[src/rtl/cgcg_pkg.sv]
// Shared types, widths and codes for the color gradient cell generator.
// Depends on nothing; every rtl file imports it.
package cgcg_pkg;

    // Payload field widths
    localparam int ColW  = 10;
    localparam int RowW  = 11;
    localparam int OrgW  = 10;
    localparam int ScrW  = 11;
    localparam int RgbW  = 24;
    localparam int ChW   = 8;

    // Geometry and arithmetic widths
    localparam int WidW  = 11;            // fill width register
    localparam int HgtW  = 12;            // fill height register
    localparam int DenW  = WidW + HgtW;   // dw * dh
    localparam int D14W  = DenW + 14;     // dw * dh * 16384
    localparam int NumW  = 52;            // signed numerator, all modes
    localparam int AngW  = 16;            // cosine / sine registers

    // Configuration port
    localparam int CfgIdxW = 3;
    localparam int CfgDatW = 24;

    // Pipeline depths
    localparam int DivLat  = 10;          // rounding divider, prep + saturate + 8 bits
    localparam int QDepth  = 2;           // front to back queue entries

    typedef enum logic [CfgIdxW-1:0] {
        CFG_FILL_MODE   = 3'd0,
        CFG_COLOR_A     = 3'd1,
        CFG_COLOR_B     = 3'd2,
        CFG_COLOR_C     = 3'd3,
        CFG_FILL_WIDTH  = 3'd4,
        CFG_FILL_HEIGHT = 3'd5,
        CFG_ANGLE_COS   = 3'd6,
        CFG_ANGLE_SIN   = 3'd7
    } t_cfg_idx;

    // Fill mode codes; the unused code behaves as corner mode
    localparam logic [1:0] MODE_CORNER = 2'd0;
    localparam logic [1:0] MODE_EDGE   = 2'd1;
    localparam logic [1:0] MODE_ANGLED = 2'd2;

    typedef struct packed {
        logic [ColW-1:0] column;
        logic [RowW-1:0] pixel_row;
        logic [OrgW-1:0] origin_row;
        logic [OrgW-1:0] origin_col;
    } t_req;

    typedef struct packed {
        logic [ScrW-1:0] screen_row;
        logic [ScrW-1:0] screen_col;
        logic [RgbW-1:0] top_color;
        logic [RgbW-1:0] bottom_color;
        logic            inside_res;
    } t_res;

    // Classified request as it travels through the queue
    typedef struct packed {
        logic [ColW-1:0] column;
        logic [RowW-1:0] pixel_row;
        logic [ScrW-1:0] screen_row;
        logic [ScrW-1:0] screen_col;
        logic            in_fill;
    } t_job;

    // Configuration and derived geometry handed to front and back
    typedef struct packed {
        logic [1:0]             mode;
        logic [RgbW-1:0]        color_a;
        logic [RgbW-1:0]        color_b;
        logic [RgbW-1:0]        color_c;
        logic [WidW-1:0]        w;
        logic [HgtW-1:0]        h;
        logic [WidW-1:0]        dw;
        logic [HgtW-1:0]        dh;
        logic [DenW-1:0]        d;
        logic signed [AngW-1:0] cosine;
        logic signed [AngW-1:0] sine;
    } t_geom;

    // Channel k of a packed color: 0 red, 1 green, 2 blue
    function automatic logic [ChW-1:0] chan_of(input logic [RgbW-1:0] c, input int k);
        return c[(2 - k) * ChW +: ChW];
    endfunction

endpackage

[src/rtl/cgcg_front.sv]
// Front stage: takes a request beat, classifies it (screen position, inside flag)
// and pushes it to the queue. Depends on cgcg_pkg.
module cgcg_front
    import cgcg_pkg::*;
(
    input  logic  i_clk,
    input  logic  i_rst_n,
    input  logic  i_start,
    input  t_req  i_req,
    input  t_geom i_geom,
    input  logic  i_full,
    output logic  o_busy,
    output logic  o_push,
    output t_job  o_job
);

    logic r_vld;
    logic n_vld;
    t_req r_req;
    logic accept;

    assign o_busy = r_vld && i_full;
    assign accept = i_start && !o_busy;
    assign o_push = r_vld && !i_full;

    // Holding register valid
    always_comb begin
        n_vld = r_vld;
        if (accept) begin
            n_vld = 1'b1;
        end else if (o_push) begin
            n_vld = 1'b0;
        end
    end

    always_ff @(posedge i_clk) begin
        if (!i_rst_n) begin
            r_vld <= 1'b0;
        end else begin
            r_vld <= n_vld;
        end
    end

    always_ff @(posedge i_clk) begin
        if (accept) begin
            r_req <= i_req;
        end
    end

    // Classification: screen position and fill membership
    always_comb begin
        o_job.column     = r_req.column;
        o_job.pixel_row  = r_req.pixel_row;
        o_job.screen_row = ScrW'(r_req.origin_row) + ScrW'(r_req.pixel_row >> 1);
        o_job.screen_col = ScrW'(r_req.origin_col) + ScrW'(r_req.column);
        o_job.in_fill    = (WidW'(r_req.column) < i_geom.w) &&
                           ((HgtW'(r_req.pixel_row) + HgtW'(1)) < i_geom.h);
    end

endmodule

[config.mk]
export PLATFORM = sky130hd
export DESIGN_NAME = cgcg_front
export DESIGN_NICKNAME = d
export VERILOG_FILES = /design/src/rtl/cgcg_pkg.sv /design/src/rtl/cgcg_front.sv
export SDC_FILE = /design/constraint.sdc
export NUM_CORES = 1
export LEC_CHECK = 0
export ABC_CLOCK_PERIOD_IN_PS = 3170
export BUFFER_PORTS_ARGS = -buffer_cell sky130_fd_sc_hd__buf_2
export CAP_MARGIN = 0
export CORE_ASPECT_RATIO = 1.2
export CORE_MARGIN = 3
export CORE_UTILIZATION = 30
export CTS_CLUSTER_DIAMETER = 40
export DETAILED_ROUTE_END_ITERATION = 8
export MAX_ROUTING_LAYER = met4
export PLACE_DENSITY_LB_ADDON = 0.1
export RECOVER_POWER = 25
export SYNTH_ARGS = -nofsm -noshare
export SYNTH_HDL_FRONTEND = slang
export SYNTH_SLANG_ARGS = --single-unit
[constraint.sdc]
create_clock -name i_clk -period 3.17 [get_ports i_clk]
set_input_delay 0.317 -clock i_clk [delete_from_list [all_inputs] [get_ports i_clk]]
set_output_delay 0.317 -clock i_clk [all_outputs]
set_load 0.1 [all_outputs]
---- After elaboration in Yosys (flattened, before gate mapping) ----
Cells that the tools add are included.
storage, ports and cells
  bits in registers ....................... 42
  output and inout port bits .............. 46
  input bits .............................. 220
  word-level logic and storage cells ...... 19
cells by class
  reductions and logical operators ........ 7
  add/subtract/negate cells ............... 3
  mux-type cells .......................... 2
  magnitude comparators ................... 2
operator list
  operator                                        count
  adder 10 x 10 -> 11 bit                         2
  adder 11 x 1 -> 12 bit (second input constant)  1
  < comparator 12 bit                             1
  < comparator 10 x 11 -> 1 bit                   1
  logical AND 1 bit                               4
  zero test 1 bit                                 2
  2-to-1 mux 1 bit                                2
  nonzero test 2 bit                              1

---- Depth between registers and ports, before layout ----
Gate-level depths: netlist (run 1).
  depth after elaboration ................. 4
  gate-level depth with buffers ........... 10
  depth with buffers taken out ............ 10

---- Worst setup path after synthesis (run 1) ----
No wires, ideal clock.
  path type ............................... register to output
  start ................................... register r_req, in the netlist o_job[24]
  end ..................................... output o_job[20] in the netlist's numbering
  stages on the path, launching flop included .. 9
  buffers on the path ..................... 0
  arrival ................................. 3.020 ns
  slack ................................... -0.167 ns
  data required time ...................... 2.853 ns
  path through ............................ edfxtp_1 > ha_1 > inv_1 > fa_1 > nor2b_1 > o21a_1 > a311oi_2 > a21oi_1 > xor2_1
RTL lines
  element                 RTL line          text
  from (decl)             cgcg_front.sv:19  t_req r_req;
  from (signal assigned)  cgcg_front.sv:46  r_req <= i_req;
  to (decl)               cgcg_front.sv:14  output t_job o_job

==> results of run 1 <==
area by class of cell:
| cell class | instances | area [um^2] | area share, % |
|---|---|---|---|
| diodes | 1 | 2.502 | 0.06693 |
| clock buffers | 6 | 72.57 | 1.941 |
| clock inverters | 2 | 8.758 | 0.2343 |
| inverters | 31 | 116.4 | 3.112 |
| multi-input cells | 172 | 1489 | 39.83 |
| flip-flops and latches | 42 | 1251 | 33.47 |
| well taps | 120 | 150.1 | 4.016 |
| repair buffers | 121 | 648.1 | 17.34 |
flip-flops by register name, indices dropped and copies added, names as in the netlist:
signal	flops
o_job	21
r_vld	1
r_req	20
synthesized netlist by cell type (5+ instances only):
master / n / area share (%)
edfxtp_1: 41 / 42
ha_1: 41 / 18
inv_1: 31 / 4.0
buf_4: 21 / 5.4
a21oi_1: 16 / 2.7
xnor2_1: 15 / 4.5
nor2_1: 13 / 1.7
xor2_1: 10 / 3.0
a21o_1: 8 / 2.1
nand2_1: 8 / 1.0
nand3_1: 7 / 1.2
and3_1: 5 / 1.1
nor2b_1: 5 / 1.1
layer usage:
layer  track usage [%]  vias to the layer above
met5                 -                        -
met4             3.700                        0
met3             9.796                        6
met2             19.62                       93
met1             17.27                      997
li1                  -                     1142
critical path, delay by kind of cell, from the launching register on:
kind / cells / cell delay, ns
compound gates: 3 / 0.77
flops: 1 / 0.53
simple gates: 3 / 0.50
fa+ha+maj: 1 / 0.25
buf+inv: 1 / 0.18
xor+xnor: 1 / 0.16
cell families after synthesis:
group | synth area share, %
compound gates | 12.32
xor+xnor | 7.488
fa+ha+maj | 18.91
buf+inv | 9.371
flops | 42.79
simple gates | 9.114
what timing repair did:
| action | CTS | global route |
|---|---|---|
| endpoints found under the setup margin | 1 | 4 |
| cloned | 0 | 0 |
| buffers inserted | 0 | 2 |
| resized for setup | 4 | 9 |
| pin swaps | 0 | 2 |
power breakdown:
part           leakage, nW  switching [mW]  internal [mW]
clock network       0.0426           0.189          0.152
registers            0.405          0.0231          0.649
logic                 1.35           0.789          0.229
final timing paths:
| check | startpoint | to | slack [ns] | cells past startpoint |
|---|---|---|---|---|
| setup reg to reg | r_vld | o_job[40] | 1.76 | 3 |
| hold reg to reg | r_vld | r_vld | 0.68 | 2 |
| hold / removal | i_req[14] | r_req[14] | 0.19 | 1 |
| setup / recovery | o_job[25] | o_job[0] | 0.17 | 9 |
cell usage in the layout (no fill, tap or decap), types with 3 or more instances in the layout:
cell,Yosys,routed
buf_4,21,8
o21a_1,4,4
a31oi_1,3,3
nor2b_1,5,4
clkbuf_8,0,5
a21oi_1,16,16
xnor2_2,0,4
clkbuf_4,0,3
xnor2_1,15,11
nor2_1,13,11
edfxtp_1,41,41
buf_2,0,109
ha_1,41,40
a21o_1,8,8
nand2_1,8,8
and3_1,5,5
nand3_1,7,6
inv_1,31,31
xor2_1,10,8
o21ai_0,3,3
nand4_1,4,4
o21ai_1,3,3
==> impl_metrics.tcl, run 1 <==
set metrics [dict create \
    viasPerCell 4.521 \
    cts_made_buffers 5 \
    cts_max_path_buffers 2 \
    drt-wirelength-per-cell_um 15.14 \
    gp_congestion 0.7336 \
    synth_edf_count 41 \
    rows 38 \
    grt_pass1_vias 2282 \
    startpoint_type "flop" \
    syn2layout_area_growth_pct 27.86 \
    antenna_left 0 \
    slowest_stage "edfxtp_1" \
    top_level_ports 266 \
    required_ns 2.85 \
    slew_headroom_pct 63.82 \
    overflow 0 \
    top_layer_used "met4" \
    htreeDepth 2 \
    wl_met2_um 3044 \
    routed_wl_um 7495 \
    slew_viol_final 0 \
    clock-sinks 42 \
    die_x_um 96.13 \
    status "finished clean" \
    dpl.cell_count 484 \
    hpwl_um 6134 \
    routed-wl-met3_um 1277 \
    grt_antenna_before_repair 1 \
    grt_max_degree 42 \
    ys.flop_type "edfxtp_1" \
    period_minus_slack_ns 3.002 \
    vias 2238 \
    design_area_um2 3739 \
    postSynthAreaPerCell_um2 10.99 \
    seq_area_frac_synth_pct 42.79 \
    synth_area_um2 2924 \
    end_kind "output port" \
    finalSetupTns_ns 0 \
    finalNonFillerCells 495 \
    synth_warnings 0 \
    power_mw 2.031 \
    arrival_ns 2.69 \
    hold_viol_final 0 \
    period_share_pct 94.70 \
    fill_cells 957 \
    path_cells "nand4_1, nor2_1, xor2_1, ha_1, a21oi_1, nor2_1, a2111oi_1, o211a_1, buf_12" \
    final_util_pct 40.32 \
    fmax_mhz 333.1 \
    hold_class "input port to flop" \
    io_buffers 113 \
    remaining_drc_errors 0 \
    clkTransAtPathRegs_ns 0.08 \
    p_leak_nw 1.799 \
    post_route_cells_drive_above_1_share_pct 39.30 \
    ys_types 38 \
    cts_tree "yes" \
    whs_ns 0.1909 \
    critPathKind "flop to output port" \
    grt.total_usage_pct 14.40 \
    met1Wirelength_um 3093 \
    grt_pass1_wl_um 11430 \
    worstPathMaxFanout 7 \
    cp_slowest_stage_delay_ns 0.53 \
    syn_inst 266 \
    syn-num-nets 529 \
    worstMarginPinSlew_ns 0.5464 \
    dpl-instance-area_um2 3595 \
    start_util_pct 31.54 \
    setup_ws_ns 0.1679 \
    crit_top_cell "nor2_1" \
    cap_viol_max_count 0 \
    drt_iter0_drc 39 \
    clockRootBuffer "clkbuf_8" \
    powerDensity_nw_per_um2 543.2 \
    insertion_delay_ns 0.29 \
    irDropWorstVdd_v 0.0002993 \
    nets 636 \
    dpl_worst_slack_ns 0.1933 \
    grt_setup_unrepaired "no" \
    synthArstFlopShare_pct 0 \
    coreArea_um2 9271 \
    dieArea_um2 10970 \
    finalSetupViolCount 0 \
    ys_ff_latch 42 \
    hold_buffers 0 \
    dr.pass1.iters 4 \
    die_h_um 114.2 \
    skew_ns 0.001906 \
]
(Power assumes the default switching activity.)
==> run 2, diff against run 1 <==
--- a/config.mk
+++ b/config.mk
@@ -8,11 +8,10 @@
 export ABC_CLOCK_PERIOD_IN_PS = 3170
 export BUFFER_PORTS_ARGS = -buffer_cell sky130_fd_sc_hd__buf_2
 export CAP_MARGIN = 0
-export CORE_ASPECT_RATIO = 1.2
-export CORE_MARGIN = 3
-export CORE_UTILIZATION = 30
+export CORE_AREA = 3 3 103 105
 export CTS_CLUSTER_DIAMETER = 40
 export DETAILED_ROUTE_END_ITERATION = 8
+export DIE_AREA = 0 0 106 108
 export MAX_ROUTING_LAYER = met4
 export PLACE_DENSITY_LB_ADDON = 0.1
 export RECOVER_POWER = 25
==> run 2 against run 1 <==
Compared with the run above: final cell count is 1.2% higher; worst setup slack better by 0.011 ns; critical path depth stayed put; sequential power hardly changed; sequential share of layout area hardly changed; worst hold slack worse by 0.0039 ns; via count hardly changed; count of clock-buffer cells in the layout is 1 lower; maximum frequency is 0.35% higher; clock skew is 0.0021 ns higher; critical path type unchanged; largest cell class unchanged; highest routed layer unchanged.
==> impl_metrics.tcl, run 2 (synthesized netlist as in run 1, its figures left out) <==
set metrics [dict create \
    end_kind "output port" \
    cts_made_buffers 5 \
    hold_buffers 0 \
    viasPerCell 4.469 \
    clockRootBuffer "clkbuf_8" \
    skew_ns 0.003965 \
    remaining_drc_errors 0 \
    worstPathMaxFanout 5 \
    whs_ns 0.1870 \
    cap_viol_max_count 0 \
    overflow 0 \
    worstMarginPinSlew_ns 0.5654 \
    layout_common_cells "110 x buf_2, 41 x edfxtp_1, 40 x ha_1, 31 x inv_1, 16 x a21oi_1" \
    fmax_mhz 334.3 \
    p_leak_nw 1.786 \
    startpoint_type "flop" \
    routed_wl_um 6926 \
    grt_max_degree 42 \
    required_ns 2.85 \
    final_common_cell "buf_2" \
    io_buffers 113 \
    period_minus_slack_ns 2.992 \
    grt_setup_unrepaired "yes" \
    grt_pass1_vias 2233 \
    irDropWorstVdd_v 0.0003306 \
    clkTransAtPathRegs_ns 0.09 \
    vias 2239 \
    post_cts_buffers 0 \
    grt_pass1_wl_um 10990 \
    drt_iter0_drc 51 \
    post_route_cells_drive_above_1_share_pct 39.13 \
    start_util_pct 30.05 \
    largest_reg_flops 21 \
    dpl_worst_slack_ns 0.2927 \
    status "finished clean" \
    hold_class "input port to flop" \
    grt.total_usage_pct 12.71 \
    insertion_delay_ns 0.30 \
    slew_headroom_pct 62.31 \
    critPathKind "flop to output port" \
    setup_ws_ns 0.1785 \
    grt_antenna_before_repair 0 \
    die_h_um 108 \
    htreeDepth 2 \
    cts_tree "yes" \
    diodes 0 \
    dr.pass1.iters 4 \
    antenna_left 0 \
    whs_path_depth 1 \
    slew_viol_final 0 \
    die_x_um 106 \
    top_level_ports 266 \
    arrival_ns 2.67 \
    hpwl_um 5647 \
    coreArea_um2 9729 \
    r2r.worst_path.cells 3 \
    clock-sinks 42 \
    rows 36 \
    hold_viol_final 0 \
    syn2layout_area_growth_pct 27.81 \
    powerDensity_nw_per_um2 564.0 \
    nets 630 \
    period_share_pct 94.37 \
    cts_max_path_buffers 2 \
    drt-wirelength-per-cell_um 13.82 \
    gp_congestion 0.8045 \
    dieArea_um2 11450 \
    finalSetupViolCount 0 \
]
run 2: timing repair:
item | in CTS | in global routing
setup endpoints to repair | 1 | 3
pin swaps | 0 | 2
resized for setup | 2 | 11
gates cloned | 0 | 0
run 2: layout make-up:
type	count	area, um^2
clock inverter	3	40.04
fill	1034	5992
tap	133	166.4
sequential	42	1251
inverter	31	116.4
multi-input combinational	172	1494
timing repair buffer	115	600.6
clock buffer	5	68.82
run 2: worst max-delay path, stage by stage (launching register included):
cell,delay [ns]
edfxtp_1,0.49
ha_1,0.26
inv_1,0.07
fa_1,0.21
nor2b_1,0.06
o21a_1,0.19
a311oi_2,0.45
a21oi_1,0.17
xor2_2,0.15
clkbuf_4,0.34
run 2: final timing paths:
| path | startpoint | to | slack, ns |
|---|---|---|---|
| worst max-delay path | o_job[24] | o_job[20] | 0.18 |
| worst min-delay path | i_req[17] | r_req[17] | 0.19 |
| worst max register to register | r_vld | r_req[4] | 1.72 |
| worst min register to register | r_vld | r_vld | 0.70 |
run 2: power by group:
part           switching, mW  internal, mW  total [mW]
clock network          0.202         0.232       0.435
logic                  0.777         0.223       0.999
registers             0.0248         0.649       0.674
run 2: through the flow:
step | area (um^2) | total power [mW] | instances | TNS, ns | utilization (%)
floorplan | 2972 | 1.519 | 266 | 0 | -
global placement | 3581 | 1.680 | 493 | 0 | 36.81
detailed placement | 3581 | 1.682 | 493 | 0 | 36.81
CTS | 3694 | 2.131 | 501 | 0 | 37.96
global route | 3737 | 2.216 | 501 | -0.04816 | 38.41
finish | 3737 | 2.108 | 501 | 0 | 38.41
run 2: routing by layer:
layer,GRT usage (%),routed length [um]
met5,-,0
met4,3.330,75
met3,4.418,608
met2,19.13,2905
met1,16.45,3335
