$ cat src/rtl/cgcg_pkg.sv
// Shared types, widths and codes for the color gradient cell generator.
// Depends on nothing; every rtl file imports it.
package cgcg_pkg;

    // Payload field widths
    localparam int ColW  = 10;
    localparam int RowW  = 11;
    localparam int OrgW  = 10;
    localparam int ScrW  = 11;
    localparam int RgbW  = 24;
    localparam int ChW   = 8;

    // Geometry and arithmetic widths
    localparam int WidW  = 11;            // fill width register
    localparam int HgtW  = 12;            // fill height register
    localparam int DenW  = WidW + HgtW;   // dw * dh
    localparam int D14W  = DenW + 14;     // dw * dh * 16384
    localparam int NumW  = 52;            // signed numerator, all modes
    localparam int AngW  = 16;            // cosine / sine registers

    // Configuration port
    localparam int CfgIdxW = 3;
    localparam int CfgDatW = 24;

    // Pipeline depths
    localparam int DivLat  = 10;          // rounding divider, prep + saturate + 8 bits
    localparam int QDepth  = 2;           // front to back queue entries

    typedef enum logic [CfgIdxW-1:0] {
        CFG_FILL_MODE   = 3'd0,
        CFG_COLOR_A     = 3'd1,
        CFG_COLOR_B     = 3'd2,
        CFG_COLOR_C     = 3'd3,
        CFG_FILL_WIDTH  = 3'd4,
        CFG_FILL_HEIGHT = 3'd5,
        CFG_ANGLE_COS   = 3'd6,
        CFG_ANGLE_SIN   = 3'd7
    } t_cfg_idx;

    // Fill mode codes; the unused code behaves as corner mode
    localparam logic [1:0] MODE_CORNER = 2'd0;
    localparam logic [1:0] MODE_EDGE   = 2'd1;
    localparam logic [1:0] MODE_ANGLED = 2'd2;

    typedef struct packed {
        logic [ColW-1:0] column;
        logic [RowW-1:0] pixel_row;
        logic [OrgW-1:0] origin_row;
        logic [OrgW-1:0] origin_col;
    } t_req;

    typedef struct packed {
        logic [ScrW-1:0] screen_row;
        logic [ScrW-1:0] screen_col;
        logic [RgbW-1:0] top_color;
        logic [RgbW-1:0] bottom_color;
        logic            inside_res;
    } t_res;

    // Classified request as it travels through the queue
    typedef struct packed {
        logic [ColW-1:0] column;
        logic [RowW-1:0] pixel_row;
        logic [ScrW-1:0] screen_row;
        logic [ScrW-1:0] screen_col;
        logic            in_fill;
    } t_job;

    // Configuration and derived geometry handed to front and back
    typedef struct packed {
        logic [1:0]             mode;
        logic [RgbW-1:0]        color_a;
        logic [RgbW-1:0]        color_b;
        logic [RgbW-1:0]        color_c;
        logic [WidW-1:0]        w;
        logic [HgtW-1:0]        h;
        logic [WidW-1:0]        dw;
        logic [HgtW-1:0]        dh;
        logic [DenW-1:0]        d;
        logic signed [AngW-1:0] cosine;
        logic signed [AngW-1:0] sine;
    } t_geom;

    // Channel k of a packed color: 0 red, 1 green, 2 blue
    function automatic logic [ChW-1:0] chan_of(input logic [RgbW-1:0] c, input int k);
        return c[(2 - k) * ChW +: ChW];
    endfunction

endpackage

$ cat src/rtl/cgcg_queue.sv
// Two-entry queue between the front and back stages.
// Depends on cgcg_pkg for the job type and depth.
module cgcg_queue
    import cgcg_pkg::*;
(
    input  logic i_clk,
    input  logic i_rst_n,
    input  logic i_push,
    input  t_job i_job,
    input  logic i_pop,
    output logic o_full,
    output logic o_empty,
    output t_job o_job
);

    localparam int CntW = $clog2(QDepth + 1);
    localparam int PtrW = $clog2(QDepth);

    t_job            r_mem [QDepth];
    logic [PtrW-1:0] r_wptr;
    logic [PtrW-1:0] r_rptr;
    logic [CntW-1:0] r_cnt;
    logic            do_pop;

    assign o_full  = (r_cnt == CntW'(QDepth));
    assign o_empty = (r_cnt == '0);
    assign do_pop  = i_pop && !o_empty;
    assign o_job   = r_mem[r_rptr];

    // Pointers and fill count
    always_ff @(posedge i_clk) begin
        if (!i_rst_n) begin
            r_wptr <= '0;
            r_rptr <= '0;
            r_cnt  <= '0;
        end else begin
            if (i_push) begin
                r_wptr <= (r_wptr == PtrW'(QDepth - 1)) ? '0 : r_wptr + PtrW'(1);
            end
            if (do_pop) begin
                r_rptr <= (r_rptr == PtrW'(QDepth - 1)) ? '0 : r_rptr + PtrW'(1);
            end
            if (i_push && !do_pop) begin
                r_cnt <= r_cnt + CntW'(1);
            end else if (!i_push && do_pop) begin
                r_cnt <= r_cnt - CntW'(1);
            end
        end
    end

    // Entry storage
    always_ff @(posedge i_clk) begin
        if (i_push) begin
            r_mem[r_wptr] <= i_job;
        end
    end

    a_no_overflow: assert property (@(posedge i_clk) disable iff (!i_rst_n)
        i_push |-> !o_full)
        else $error("queue pushed while full");

    a_cnt_range: assert property (@(posedge i_clk) disable iff (!i_rst_n)
        r_cnt <= CntW'(QDepth))
        else $error("queue count out of range");

endmodule

$ cat config.mk
export PLATFORM = sky130hd
export DESIGN_NAME = cgcg_queue
export DESIGN_NICKNAME = d
export VERILOG_FILES = /design/src/rtl/cgcg_pkg.sv /design/src/rtl/cgcg_queue.sv
export SDC_FILE = /design/constraint.sdc
export NUM_CORES = 1
export LEC_CHECK = 0
export BUFFER_PORTS_ARGS = -buffer_cell sky130_fd_sc_hd__buf_2
export CAP_MARGIN = 10
export CORE_MARGIN = 2
export CORE_UTILIZATION = 50
export DETAILED_ROUTE_END_ITERATION = 8
export MAX_ROUTING_LAYER = met4
export PLACE_DENSITY = 0.78
export SYNTH_ARGS = -nofsm -noshare
export SYNTH_HDL_FRONTEND = slang
export SYNTH_SLANG_ARGS = --single-unit
export TNS_END_PERCENT = 1
$ cat constraint.sdc
create_clock -name i_clk -period 10.2 [get_ports i_clk]
set_input_delay 3.06 -clock i_clk [delete_from_list [all_inputs] [get_ports i_clk]]
set_output_delay 3.06 -clock i_clk [all_outputs]
set_load 0.02 [all_outputs]
# [After elaboration in Yosys (flattened, before gate mapping)]
# Memory sizes are Yosys's and may differ from the RTL's. A register that Yosys moved wholly into a read port is not among the register bits.
# Cells that the tools add are included.
[totals] reg_bits=4 ramBits=88 input_bits=48 out_inout_bits=46 wordCells=25 mem_count=1
[mem_list] name="r_mem" words=2 word_bits=44 rd=1 rd_clocked_by_memory_dff=1 write_ports=1 line="cgcg_queue.sv:19" rtl="t_job r_mem [QDepth];"
[op_classes] addsub=4 n_eq_ne=1 n_mux=8 reduce_logical=8
[ops] cell="two-way mux 1 bit" count=6
[ops] cell="two-way mux 2 bit" count=2
[ops] cell="logical AND 1 bit" count=3
[ops] cell="zero test 1 bit" count=3
[ops] cell="adder 1 bit (second input constant)" count=2
[ops] cell="adder 2 x 1 -> 2 bit (second input constant)" count=1
[ops] cell="equality test 2 bit (second input constant)" count=1
[ops] cell="zero test 2 bit" count=1
[ops] cell="nonzero test 2 bit" count=1
[ops] cell="subtractor 2 x 1 -> 2 bit (second input constant)" count=1

# [Logic depth before layout (Yosys ltp)]
# Gate-level depths: netlist of run 1.
[logic_depth] depth_word=6 mapped_depth=5 mapped_depth_nobuf=5

# [Worst setup path after synthesis of run 1]
# OpenSTA, ideal clock, no wires.
[synth_path] path_kind="input -> register" start="input port i_push" end="memory r_mem[0][0] (netlist bit), enable pin" setup_ns=0.452 arrival_time_ns=5.051 required_time_ns=9.748 slack_ns=4.697 path_stages=1 n_path_buf=0 cell_sequence="nor2b_1"
[synth_between] elab_chain_len=2
[synth_rtl] item="start: declaration" line="cgcg_queue.sv:8" rtl="input logic i_push,"
[synth_rtl] item="two-way mux 1 bit" line="cgcg_queue.sv:53" rtl="if (i_push) begin"
[synth_rtl] item="two-way mux 1 bit (implied by the code)" line="cgcg_queue.sv:54" rtl="r_mem[r_wptr] <= i_job;"
[synth_rtl] item="end: declaration" line="cgcg_queue.sv:19"
# No other way between the ends.

==> out/results.tsv, run 1 <==
metric	value	unit
nets	308	
maximum VDD drop	0.127	mV
DRC Markers	0	
Detailed Place HPWL	3.56	mm
Crit Path Category	reg -> out	
Clock Path Buffers	2	
slew margin rel.	0.285	
first-pass iteration count of the detailed router	4	
CTS tree	yes	
Yosys warnings	0	
clk_lat worst skew	350	ps
Logic pwr share	0.244	
Cell Area, Placed	3940	µm²
sw power	0.273	mW
first-pass GRT wire length	8.38	mm
Ports	94	
Final Hold Viols	0	
Area growth, synth to finish	21.7	%
largest net degree at the start of global routing	45	
vias in the first global route	1730	
Worst-path clk slew	80	ps
WL final	5.65	mm
initial core utilization	0.523	
family with the most delay on the worst path	flip-flops	
Syn Std Cell Area	3380	µm²
status	completed	
Antenna Violating Nets Remaining	0	
Hold Crit Depth	2	
die width	86.2	µm
Fin Setup TNS	0	ps
P per Cell Area	228	nW/µm²
cts hold-fix bufs	0	
CP arrival	1990	ps
RR Startpoint	r_wptr	
Netlist cell types	15	
maxcap violations	0	
Worst path slowest cell	dfxtp_2	
clock skew	7.37	ps
Startpoint Class	register	
sequential power share	0.514	
all-layer global routing usage	0.162	
worst-margin pin slew	1070	ps
RSZ-0062 raised after global routing	false	
Worst EP required	7140	ps
diode count	0	
Design Area, Final	4120	µm²
post_cts resized	0	
Core Box Area	6460	µm²
Largest stage delay, worst path	1030	ps
sequential area share after synthesis	0.811	
Syn Nets	208	
setup violators final	0	
class of the most critical hold timing path	reg -> reg	
cts bufs inserted	9	
clock tree sinks	93	
Slew Viols, Final	0	
layout cells sized above 1	0.582	
wire per inst	16.6	µm
leakage	1.53	nW
crit path time final	5050	ps
CP Depth	2	
H-tree depth	3	
Die ar.	7440	µm²
average size of a mapped cell	21.3	µm²
initial antenna violation count	0	
clock root cell	clkbuf_8	
routability congestion estimate	0.729	
Row Count	29	
DR vias	1746	
Die Ht	86.2	µm
Worst Path Max Fanout	44	
worst reg2reg path depth	1	
Yosys reg bits	93	
sw frac	0.291	
crit share post-route	0.495	
crit path cell chain	mux2_2 > buf_2	
Post-CTS Setup Bufs	0	
number of DRC markers in iteration 0	91	
GRT Residual Overflow	0	
Syn Inst Count	159	
Buf/Inv on CP	1	
Peak Freq	198	MHz
Clk pwr share	0.242	
HP Start	r_cnt[1]	
DR vias/cell	5.14	
I/O Buffers	93	
crit end category	output port	
Internal Power	0.667	mW
cell families (layout without fill, tap and decap cells):
family	count (synthesis)	in the layout	synth area share
AO/OA/AOI/OAI	4	4	0.00740
buffers and inverters	5	109	0.00740
adder cells (fa/ha/maj)	1	1	0.00370
multiplexers	44	44	0.147
AND/OR/NAND/NOR	9	9	0.0159
XOR/XNOR	3	3	0.00777
flip-flops	93	93	0.811
state kept, by name (all words and copies together), names as in the netlist, named ones only:
signal,flops
r_cnt,2
r_wptr,1
r_mem,88
r_rptr,1
metrics by stage:
| stage | power, mW | instances | hold slack, ps | util | setup slack [ps] |
|---|---|---|---|---|---|
| after floorplan | 0.650 | 159 | 479 | - | 4700 |
| after CTS | 0.951 | 340 | 532 | 0.637 | 5090 |
| after global routing | 0.984 | 340 | 586 | 0.637 | 4990 |
| after global placement | 0.721 | 325 | 503 | 0.609 | 5470 |
| after detailed placement | 0.725 | 325 | 520 | 0.609 | 5470 |
| final | 0.940 | 340 | 533 | 0.637 | 5150 |
Yosys cell counts (all sizes together):
library cell  instances  area share
a21boi                1      0.0022
nor2b                 3      0.0056
buf                   5      0.0074
xnor2                 2      0.0052
xor2                  1      0.0026
o21a                  1      0.0022
and2                  4      0.0074
mux2                 44        0.15
edfxtp               88        0.78
ha                    1      0.0037
nor2                  1      0.0011
o21ai                 2      0.0030
dfxtp                 5       0.030
or3                   1      0.0019
per-layer routing:
layer | GRT usage | wire (µm) | vias up
met1 | 0.186 | 2360 | 862
met5 | - | 0 | -
met3 | 0.0590 | 347 | 5
li1 | - | - | 817
met4 | 0.0597 | 40 | 0
met2 | 0.262 | 2900 | 62
layout make-up:
type / count / area, µm²
Clock buffer: 10 / 128
Clock inverter: 5 / 52.6
Fill cell: 485 / 2340
Multi-Input combinational cell: 61 / 622
Sequential cell: 93 / 2740
Tap cell: 77 / 96.3
Timing Repair Buffer: 94 / 473
cell usage in the layout, fill, tap and decap left out:
cell type	instances
ha_1	1
clkbuf_1	1
nor2b_1	2
nor2b_4	1
bufinv_16	1
xnor2_1	2
mux2_2	44
a21boi_1	1
o21a_1	1
o21ai_0	1
and2_1	3
dfxtp_1	4
and2_2	1
dfxtp_2	1
nor2_1	1
clkbuf_8	9
edfxtp_1	88
xor2_1	1
clkinvlp_4	2
buf_4	1
or3_1	1
buf_2	93
clkinv_1	2
o21ai_1	1
worst paths after layout:
| path | endpoint | slack (ps) |
|---|---|---|
| setup / recovery | o_job[28] | 5150 |
| hold / removal | r_cnt[1] | 530 |
| setup reg to reg | r_mem[1][36] | 8510 |
| hold reg to reg | r_cnt[1] | 530 |
power by group through the flow:
stage | Clock (mW) | Sequential, mW | Combinational (mW)
6_report | 0.227 | 0.483 | 0.229
5_1_grt | 0.250 | 0.491 | 0.244
4_1_cts | 0.234 | 0.485 | 0.232
3_5_place_dp | 0 | 0.494 | 0.231
3_3_place_gp | 0 | 0.493 | 0.228
2_1_floorplan | 0 | 0.462 | 0.188
Power figures use the tool's default switching activity.
==> run 2: changes to the inputs <==
==> constraint.sdc (replaced) <==
create_clock -name i_clk -period 5 [get_ports i_clk]
set_input_delay 1.5 -clock i_clk [delete_from_list [all_inputs] [get_ports i_clk]]
set_output_delay 1.5 -clock i_clk [all_outputs]
set_load 0.02 [all_outputs]
==> out/results.tsv, run 2 (synthesis gave the netlist of run 1 again) <==
metric	value	unit	change
cts hold-fix bufs	0		unchanged
Core Box Area	6460	µm²	unchanged
most common cell after layout, fill and taps aside	buf_2		
clk_lat worst skew	340	ps	about the same
vias in the first global route	1773		+2.5%
max FFs per register	88		unchanged
crit path time final	3490	ps	
crit share post-route	0.697		
Peak Freq	287	MHz	
Startpoint Class	register		
crit end category	output port		
clock skew	6.46	ps	-0.915 ps
DR vias/cell	5.11		-0.40%
Worst EP required	3500	ps	-3640 ps
all-layer global routing usage	0.155		-0.00648
largest net degree at the start of global routing	45		unchanged
biggest regs	r_mem x88, r_cnt x2		
layout cells sized above 1	0.582		unchanged
Row Count	29		unchanged
first-pass iteration count of the detailed router	4		unchanged
P per Cell Area	466	nW/µm²	+100%
worst reg2reg path depth	1		unchanged
Die Ht	86.2	µm	unchanged
leakage	1.53	nW	unchanged
Worst-path clk slew	80	ps	about the same
Detailed Place HPWL	3.43	mm	-3.7%
Fin Setup TNS	0	ps	unchanged
clock root cell	clkbuf_8		
CP arrival	1990	ps	about the same
Ports	94		unchanged
RR Startpoint	r_wptr		
status	completed		
setup violators final	0		unchanged
wire per inst	15.9	µm	-4.1%
DR vias	1739		-0.40%
GRT Residual Overflow	0		unchanged
capture point of the worst path	o_job[22]		
WL final	5.42	mm	-4.1%
diode count	0		unchanged
Die ar.	7440	µm²	unchanged
slew margin rel.	0.294		+0.00950
first-pass GRT wire length	8.31	mm	-0.82%
DRC Markers	0		unchanged
Worst Path Max Fanout	44		unchanged
RSZ-0062 raised after global routing	false		
clock tree sinks	93		unchanged
Area growth, synth to finish	21.7	%	unchanged
commonest cells after routing, fill and taps aside	buf_2 (93), edfxtp_1 (88), mux2_2 (44)		
Slew Viols, Final	0		unchanged
end of the worst register-to-register path	r_mem[1][29]		
nets	308		unchanged
Post-CTS Setup Bufs	0		unchanged
worst-margin pin slew	1060	ps	-14.2 ps
die width	86.2	µm	unchanged
cts bufs inserted	9		unchanged
largest register by flop count	r_mem		
maxcap violations	0		unchanged
CTS tree	yes		
initial core utilization	0.523		unchanged
routability congestion estimate	0.694		-4.7%
I/O Buffers	93		unchanged
initial antenna violation count	0		unchanged
number of DRC markers in iteration 0	87		-4.4%
register-to-register setup slack	3340	ps	-5170 ps
Final Hold Viols	0		unchanged
H-tree depth	3		unchanged
maximum VDD drop	0.247	mV	+95%
Clock Path Buffers	2		unchanged
Design Area, Final	4120	µm²	unchanged
Crit Path Category	reg -> out		
class of the most critical hold timing path	reg -> reg		
Cell Area, Placed	3940	µm²	unchanged
Antenna Violating Nets Remaining	0		unchanged
post_cts resized	0		unchanged
-- run 2: final cells by class --
| class | instances | area (µm²) |
|---|---|---|
| sequential | 93 | 2740 |
| fill | 471 | 2340 |
| multi-input combinational | 61 | 622 |
| timing repair buffer | 94 | 473 |
| clock buffer | 10 | 128 |
| tap | 77 | 96.3 |
| clock inverter | 5 | 52.6 |
-- run 2: worst max-delay path: stages, from the launching register on --
cell     delay (ps)
dfxtp_2        1030
mux2_2          440
buf_2           160
-- run 2: worst min-delay path by stage --
stage | startpoint | to | cells past startpoint
3_5_place_dp | r_cnt[1] | r_cnt[1] | 2
2_1_floorplan | r_cnt[1] | r_cnt[1] | 2
3_3_place_gp | r_cnt[1] | r_cnt[1] | 2
4_1_cts | r_cnt[1] | r_cnt[1] | 2
6_report | r_cnt[1] | r_cnt[1] | 2
5_1_grt | r_rptr | register | 2
-- run 2: metal layers --
| metal | part of all wire | vias up | routed length [µm] | global-route usage |
|---|---|---|---|---|
| met4 | 0.024 | 0 | 132 | 0.0753 |
| met3 | 0.065 | 12 | 352 | 0.0390 |
| met2 | 0.48 | 63 | 2620 | 0.240 |
| li1 | - | 816 | - | - |
| met1 | 0.43 | 848 | 2310 | 0.193 |
| met5 | 0 | - | 0 | - |
-- run 2: where the power goes --
group	internal, mW	switching [mW]	leakage [nW]	total (mW)
Combinational	0.225	0.241	0.584	0.466
Clock	0.225	0.238	0.0835	0.464
Sequential	0.909	0.0777	0.868	0.987
Total	1.36	0.557	1.53	1.92
-- run 2: stage by stage --
stage	hold WS, ps	total power, mW	setup slack, ps	utilization	instances
2_1_floorplan	479	1.33	1060	-	159
3_3_place_gp	509	1.47	1840	0.609	325
3_5_place_dp	537	1.48	1850	0.609	325
4_1_cts	554	1.94	1460	0.637	340
5_1_grt	601	2.01	1370	0.637	340
6_report	560	1.92	1510	0.637	340
